--- src/hdl/ftau_pkg.sv ---
// shared constants, types and rounding helper for the fast trig approximation unit
package ftau_pkg;

  // fixed-point format of operands and results
  localparam int FRACTION_BITS = 16;
  localparam int ANG_SH        = 28 - FRACTION_BITS;
  localparam int ATAN_SH       = 30 - FRACTION_BITS;
  localparam int ANG_W         = 32 + ANG_SH + 2;
  localparam int QUOT_W        = 31;
  localparam int RES_W         = 20;
  localparam int MAG_W         = 36;

  // q30 constants
  localparam logic [63:0] PI_Q30_W    = 64'd3373259426;
  localparam logic [31:0] PI_Q30      = 32'd3373259426;
  localparam logic [30:0] HALF_PI_Q30 = 31'd1686629713;
  localparam logic [63:0] B_FULL      = 64'h4000_0000_0000_0000 / PI_Q30_W;
  localparam logic [63:0] C_FULL      = (B_FULL << 30) / PI_Q30_W;
  localparam logic [63:0] K_FULL      = (64'd28 * 64'h4000_0000 + 64'd50) / 64'd100;
  localparam logic [63:0] P_FULL      = (64'd225 * 64'h4000_0000 + 64'd500) / 64'd1000;
  localparam logic [30:0] B_Q30       = B_FULL[30:0];
  localparam logic [28:0] C_Q30       = C_FULL[28:0];
  localparam logic [28:0] K_Q30       = K_FULL[28:0];
  localparam logic [27:0] P_Q30       = P_FULL[27:0];

  // q28 angle constants
  localparam logic signed [ANG_W-1:0] HALF_PI_Q28 = ANG_W'(421657428);
  localparam logic signed [ANG_W-1:0] PI_Q28      = ANG_W'(843314857);
  localparam logic signed [ANG_W-1:0] TWO_PI_Q28  = ANG_W'(1686629713);
  localparam logic signed [ANG_W-1:0] ANGLE_LIM   = ANG_W'(1610612736);

  // result saturation: 4.0, capped at the 20-bit maximum
  localparam int OUT_LIM_I = ((4 << FRACTION_BITS) > 524287) ? 524287 : (4 << FRACTION_BITS);
  localparam logic [RES_W-1:0] OUT_LIM = RES_W'(OUT_LIM_I);

  typedef enum logic [1:0] {
    OP_ATAN2  = 2'd0,
    OP_SINE   = 2'd1,
    OP_COSINE = 2'd2
  } op_e;

  // per-item flags that ride along the divider pipelines
  typedef struct packed {
    op_e              op;
    logic             x_zero;
    logic             y_zero;
    logic             x_neg;
    logic             y_neg;
    logic             opp;
    logic             swap;
    logic [RES_W-1:0] sin_res;
  } side_t;

  // round half away from zero, saturate, put the sign back
  function automatic logic [RES_W-1:0] finish(input logic neg, input logic [MAG_W-1:0] mag,
                                              input int shift);
    logic [MAG_W-1:0] rnd;
    logic [RES_W-1:0] r;
    rnd = (mag + (MAG_W'(1) << (shift - 1))) >> shift;
    if (rnd > MAG_W'(OUT_LIM)) begin
      r = OUT_LIM;
    end else begin
      r = rnd[RES_W-1:0];
    end
    return neg ? (RES_W'(0) - r) : r;
  endfunction

endpackage

--- src/hdl/ftau_div.sv ---
// pipelined restoring divider, one quotient bit per stage, for num <= den
module ftau_div (
  input  logic                          clk_i,
  input  logic                          rst_ni,
  input  logic                          en_i,
  input  logic                          valid_i,
  input  logic [31:0]                   num_i,
  input  logic [31:0]                   den_i,
  input  ftau_pkg::side_t               side_i,
  output logic                          valid_o,
  output logic [ftau_pkg::QUOT_W-1:0]   quot_o,
  output ftau_pkg::side_t               side_o
);

  localparam int QW = ftau_pkg::QUOT_W;

  logic [QW-1:0]   vld_q;
  logic [31:0]     rem_q  [QW];
  logic [31:0]     den_q  [QW];
  logic [QW-1:0]   quot_q [QW];
  ftau_pkg::side_t side_q [QW];

  logic [32:0]     rem_in  [QW];
  logic [31:0]     den_in  [QW];
  logic [QW-1:0]   quot_in [QW];
  ftau_pkg::side_t side_in [QW];
  logic [32:0]     diff    [QW];
  logic [QW-1:0]   ge;
  logic [QW-1:0]   quot_d  [QW];
  logic [31:0]     rem_d   [QW];

  // stage inputs: first stage takes the operands, later ones shift the remainder
  always_comb begin
    rem_in[0]  = {1'b0, num_i};
    den_in[0]  = den_i;
    quot_in[0] = '0;
    side_in[0] = side_i;
    for (int i = 1; i < QW; i++) begin
      rem_in[i]  = {rem_q[i-1], 1'b0};
      den_in[i]  = den_q[i-1];
      quot_in[i] = quot_q[i-1];
      side_in[i] = side_q[i-1];
    end
  end

  // compare and subtract in every stage
  always_comb begin
    for (int i = 0; i < QW; i++) begin
      diff[i]   = rem_in[i] - {1'b0, den_in[i]};
      ge[i]     = rem_in[i] >= {1'b0, den_in[i]};
      quot_d[i] = quot_in[i];
      quot_d[i][QW-1-i] = ge[i];
      rem_d[i]  = ge[i] ? diff[i][31:0] : rem_in[i][31:0];
    end
  end

  // valid bits
  always_ff @(posedge clk_i or negedge rst_ni) begin
    if (!rst_ni) begin
      vld_q <= '0;
    end else if (en_i) begin
      vld_q <= {vld_q[QW-2:0], valid_i};
    end
  end

  // stage payload
  always_ff @(posedge clk_i) begin
    if (en_i) begin
      for (int i = 0; i < QW; i++) begin
        rem_q[i]  <= rem_d[i];
        den_q[i]  <= den_in[i];
        quot_q[i] <= quot_d[i];
        side_q[i] <= side_in[i];
      end
    end
  end

  assign valid_o = vld_q[QW-1];
  assign quot_o  = quot_q[QW-1];
  assign side_o  = side_q[QW-1];

endmodule

--- config.mk ---
export PLATFORM = sky130hd
export DESIGN_NAME = ftau_div
export DESIGN_NICKNAME = d
export VERILOG_FILES = /design/src/hdl/ftau_pkg.sv /design/src/hdl/ftau_div.sv
export SDC_FILE = /design/constraint.sdc
export NUM_CORES = 2
export LEC_CHECK = 0
export BUFFER_PORTS_ARGS = -buffer_cell sky130_fd_sc_hd__buf_2
export CORE_UTILIZATION = 54
export DETAILED_ROUTE_END_ITERATION = 6
export GPL_TIMING_DRIVEN = 1
export HOLD_SLACK_MARGIN = 0.12
export PLACE_DENSITY_LB_ADDON = 0.1
export SLEW_MARGIN = 15
export SYNTH_ARGS = -nofsm -noshare
export SYNTH_HDL_FRONTEND = slang
export SYNTH_SLANG_ARGS = --single-unit
export TNS_END_PERCENT = 1
--- constraint.sdc ---
create_clock -name clk_i -period 3.8 [get_ports clk_i]
set_clock_uncertainty 0.05 [all_clocks]
set_input_delay 0.19 -clock clk_i [delete_from_list [all_inputs] [get_ports clk_i]]
set_output_delay 0.19 -clock clk_i [all_outputs]
set_load 0.01 [all_outputs]
==> run metrics <==
unique cell type count in the Yosys netlist=98; Syn-to-layout area delta=14.58%; port buffer count=155; H-Tree Depth=5; Max clock buf depth=4; syn_nets=14190; status=complete, but fails checks; min Tclk post-route=roughly 3900 ps; Placed Area=about 0.17 sq mm; clk root buf=clkbuf_16; Mapped Area=0.1639 sq mm; FP Rows=201; setup ws final=-86.32 ps; largest net degree at the start of global routing=130; CTS tree=built; Final Max Slew Viols=0; IO Pins=about 160; routed length per instance=21.63 microns; max incr delay on CP=400 ps; path type of the worst setup path=reg2reg; Die H=around 550 microns; Synth top cells by count=edfxtp_1 (3284), inv_1 (1272), ha_1 (991); crit-path cells=ha_1, nor2b_1, o31a_1, o311a_1, o21ai_2, a31oi_2, a31o_2, a21oi_2, a21oi_2, a2111oi_4, bufbuf_16, mux2_2; Worst-path clk slew=70 ps; Syn. warnings=0; most common cell in the netlist=edfxtp_1; CORE AREA=0.3008 sq mm; failing checks=setup timing; Post-route DRC=0; CP Launch Type=flip-flop; Vias/cell=5.754; initial DRC count=between 8000 and 9000; Endpoint, Worst Hold=rem_q[0][5]; RD Place Congestion=0.9648; antenna viol nets, final=0; fin area=between 0.15 and 0.2 sq mm; Arr. time, crit path=4470 ps; Avg Cell Area, Syn=12.54 sq um; Vias=around 100k; post-synth top area share=roughly 60%; Final setup viols=31; FF-to-FF End=rem_q[0][93]; CP most frequent cell=a21oi_2; worst hold start=num_i[5]; min-delay worst type=in2reg; Max Clk Rate=257.3 MHz; setup TNS=-2076 ps; max cap viols=0; Critical Path RT=4380 ps; Worst Hold Depth=3; r2r startpoint=rem_q[0][32]; Yosys reg bits=approximately 3300; Net count, final=approximately 15000; ys async rst share=0.9351%; dominant cell type by area after synthesis=edfxtp_1; gr usage total=25.39%; later-pin clock latency in the skew report=910 ps; area of the die=between 0.3 and 0.4 sq mm; vias in the first global route=103800; dpl cells=17390; Worst Tran Pin Value=1022 ps; number of synthesized flops with an enable pin=around 3300; LEAKAGE=75.21 nW; maximum VDD drop=about 500 uV; Final Power=160.0 mW; clock sinks=3315; Crit-path slowest cell=edfxtp_1; reg2reg setup slack=-90 ps; synth top area cells=edfxtp_1 (60%), ha_1 (7.6%), mux2_2 (3.3%), a21oi_1 (3.0%), inv_1 (2.9%); Routed WL=roughly 390 mm; initial antenna violation count=12; sequential area share after synthesis=60.65%; Synth Flop Type=edfxtp_1; die width=552.9 microns; First-pass DRT Iterations=6; part of the cycle the worst path needs=102.3%; Initial Util=54.49%; slew margin rel.=a little under a third; share of layout cells above drive strength 1=13.04%; hpwl dp=291.5 mm; Pwr per Cell Area=852.3 mW/mm^2; Num CTS Buffers=roughly 350; grt total ovfl=0; Mapped Cells=13070; RSZ-0062 raised after global routing=true; Finished Layout Cells=18230; crit end category=flip-flop; first-pass GRT wire length=604.4 mm; Crit Path Max Fanout=15; Fin. Hold Viols=0; reg2reg path depth=12
-- logic make-up (layout without fill, tap and decap cells) --
logic type | after synthesis | count (layout) | synth area share (%)
flip-flops | 3315 | 3315 | 60.65
AO/OA/AOI/OAI | 3237 | 3237 | 12.53
AND/OR/NAND/NOR | 2639 | 2639 | 7.652
buffers and inverters | 1584 | 2781 | 3.671
adder cells (fa/ha/maj) | 1021 | 1021 | 7.932
XOR/XNOR | 768 | 768 | 4.104
multiplexers | 507 | 507 | 3.461
other | 0 | 4 | 0
-- sequential cells by signal (all words and copies together) (netlist names) --
signal  flops
vld_q      31
rem_q     960
den_q     960
side_q    868
quot_q    496
-- placed cells by master (no fill, tap or decap), types with 55 or more instances in the layout --
master / n
o211ai_1: 61
clkinv_1: 55
a21oi_1: 967
o21ai_0: 699
nor3_1: 170
o21a_1: 165
ha_1: 985
dlygate4sd3_1: 185
xnor2_1: 469
buf_12: 68
nand2b_1: 133
clkbuf_16: 350
clkinv_2: 58
inv_1: 1271
nand3_1: 197
xor2_1: 299
o31ai_1: 79
nor2_1: 705
a31oi_1: 96
nor2b_1: 144
nand2_1: 781
a211oi_1: 85
mux2_2: 476
a21o_1: 513
nand4_1: 155
buf_4: 461
o21bai_1: 116
edfxtp_1: 3284
buf_2: 154
and3_1: 94
-- metrics by stage --
stage	hold WS, ps	utilization (%)	setup slack (ps)
2_1_floorplan	-155.6	-	220.0
3_3_place_gp	184.5	57.61	-300.3
3_5_place_dp	202.8	57.61	-243.3
4_1_cts	122.1	62.28	-18.47
5_1_grt	164.5	62.43	-206.5
6_report	207.2	62.43	-86.32
-- routing by layer --
layer / wire (microns) / vias to the layer above / global-route usage, %
li1: - / 50250 / -
met4: 13700 / 4 / 8.429
met5: 22 / - / 0
met3: 17400 / 677 / 2.546
met1: 168400 / 51200 / 33.34
met2: 194800 / 2757 / 44.14
-- critical path: cells and delay by family, from the launching register on --
family	cells	cell delay (ps)
flip-flops	1	400
buffers and inverters	1	390
multiplexers	1	340
adder cells (fa/ha/maj)	1	330
AO/OA/AOI/OAI	8	1940
AND/OR/NAND/NOR	1	150
-- where the power goes --
group	internal [mW]	leakage, nW	switching, mW
logic	30.4	36.9	37.2
registers	51.6	32.5	5.59
clock network	20.7	5.78	14.6
-- worst max path at each step --
| stage | from | end | slack (ps) | cells past startpoint |
|---|---|---|---|---|
| floorplan | rem_q[1][288] | rem_q[1][351] | 220 | 11 |
| global placement | rem_q[1][352] | rem_q[1][412] | -300 | 14 |
| detailed placement | den_q[0][353] | rem_q[0][386] | -240 | 14 |
| CTS | rem_q[1][288] | rem_q[1][351] | -20 | 11 |
| global route | rem_q[0][295] | rem_q[0][351] | -210 | 13 |
| finish | rem_q[0][32] | rem_q[0][93] | -90 | 12 |
-- cell type report --
cell class	instances	area (sq um)
multi-input cells	8172	59110
fillers	23070	113000
inverters	1273	4780
clock buffers	407	9022
well taps	3958	4952
clock inverters	227	2949
repair buffers	874	7555
flip-flops and latches	3315	99390
diodes	4	10.01
-- what timing repair did --
action,4_1_cts,5_1_grt
pin swaps,4,8
endpoints found under the setup margin,145,507
setup buffers,9,4
gates resized for setup,17,84
cloned,2,0
hold buffers,186,0
endpoints found under the hold margin,557,0
(Power assumes the default switching activity.)
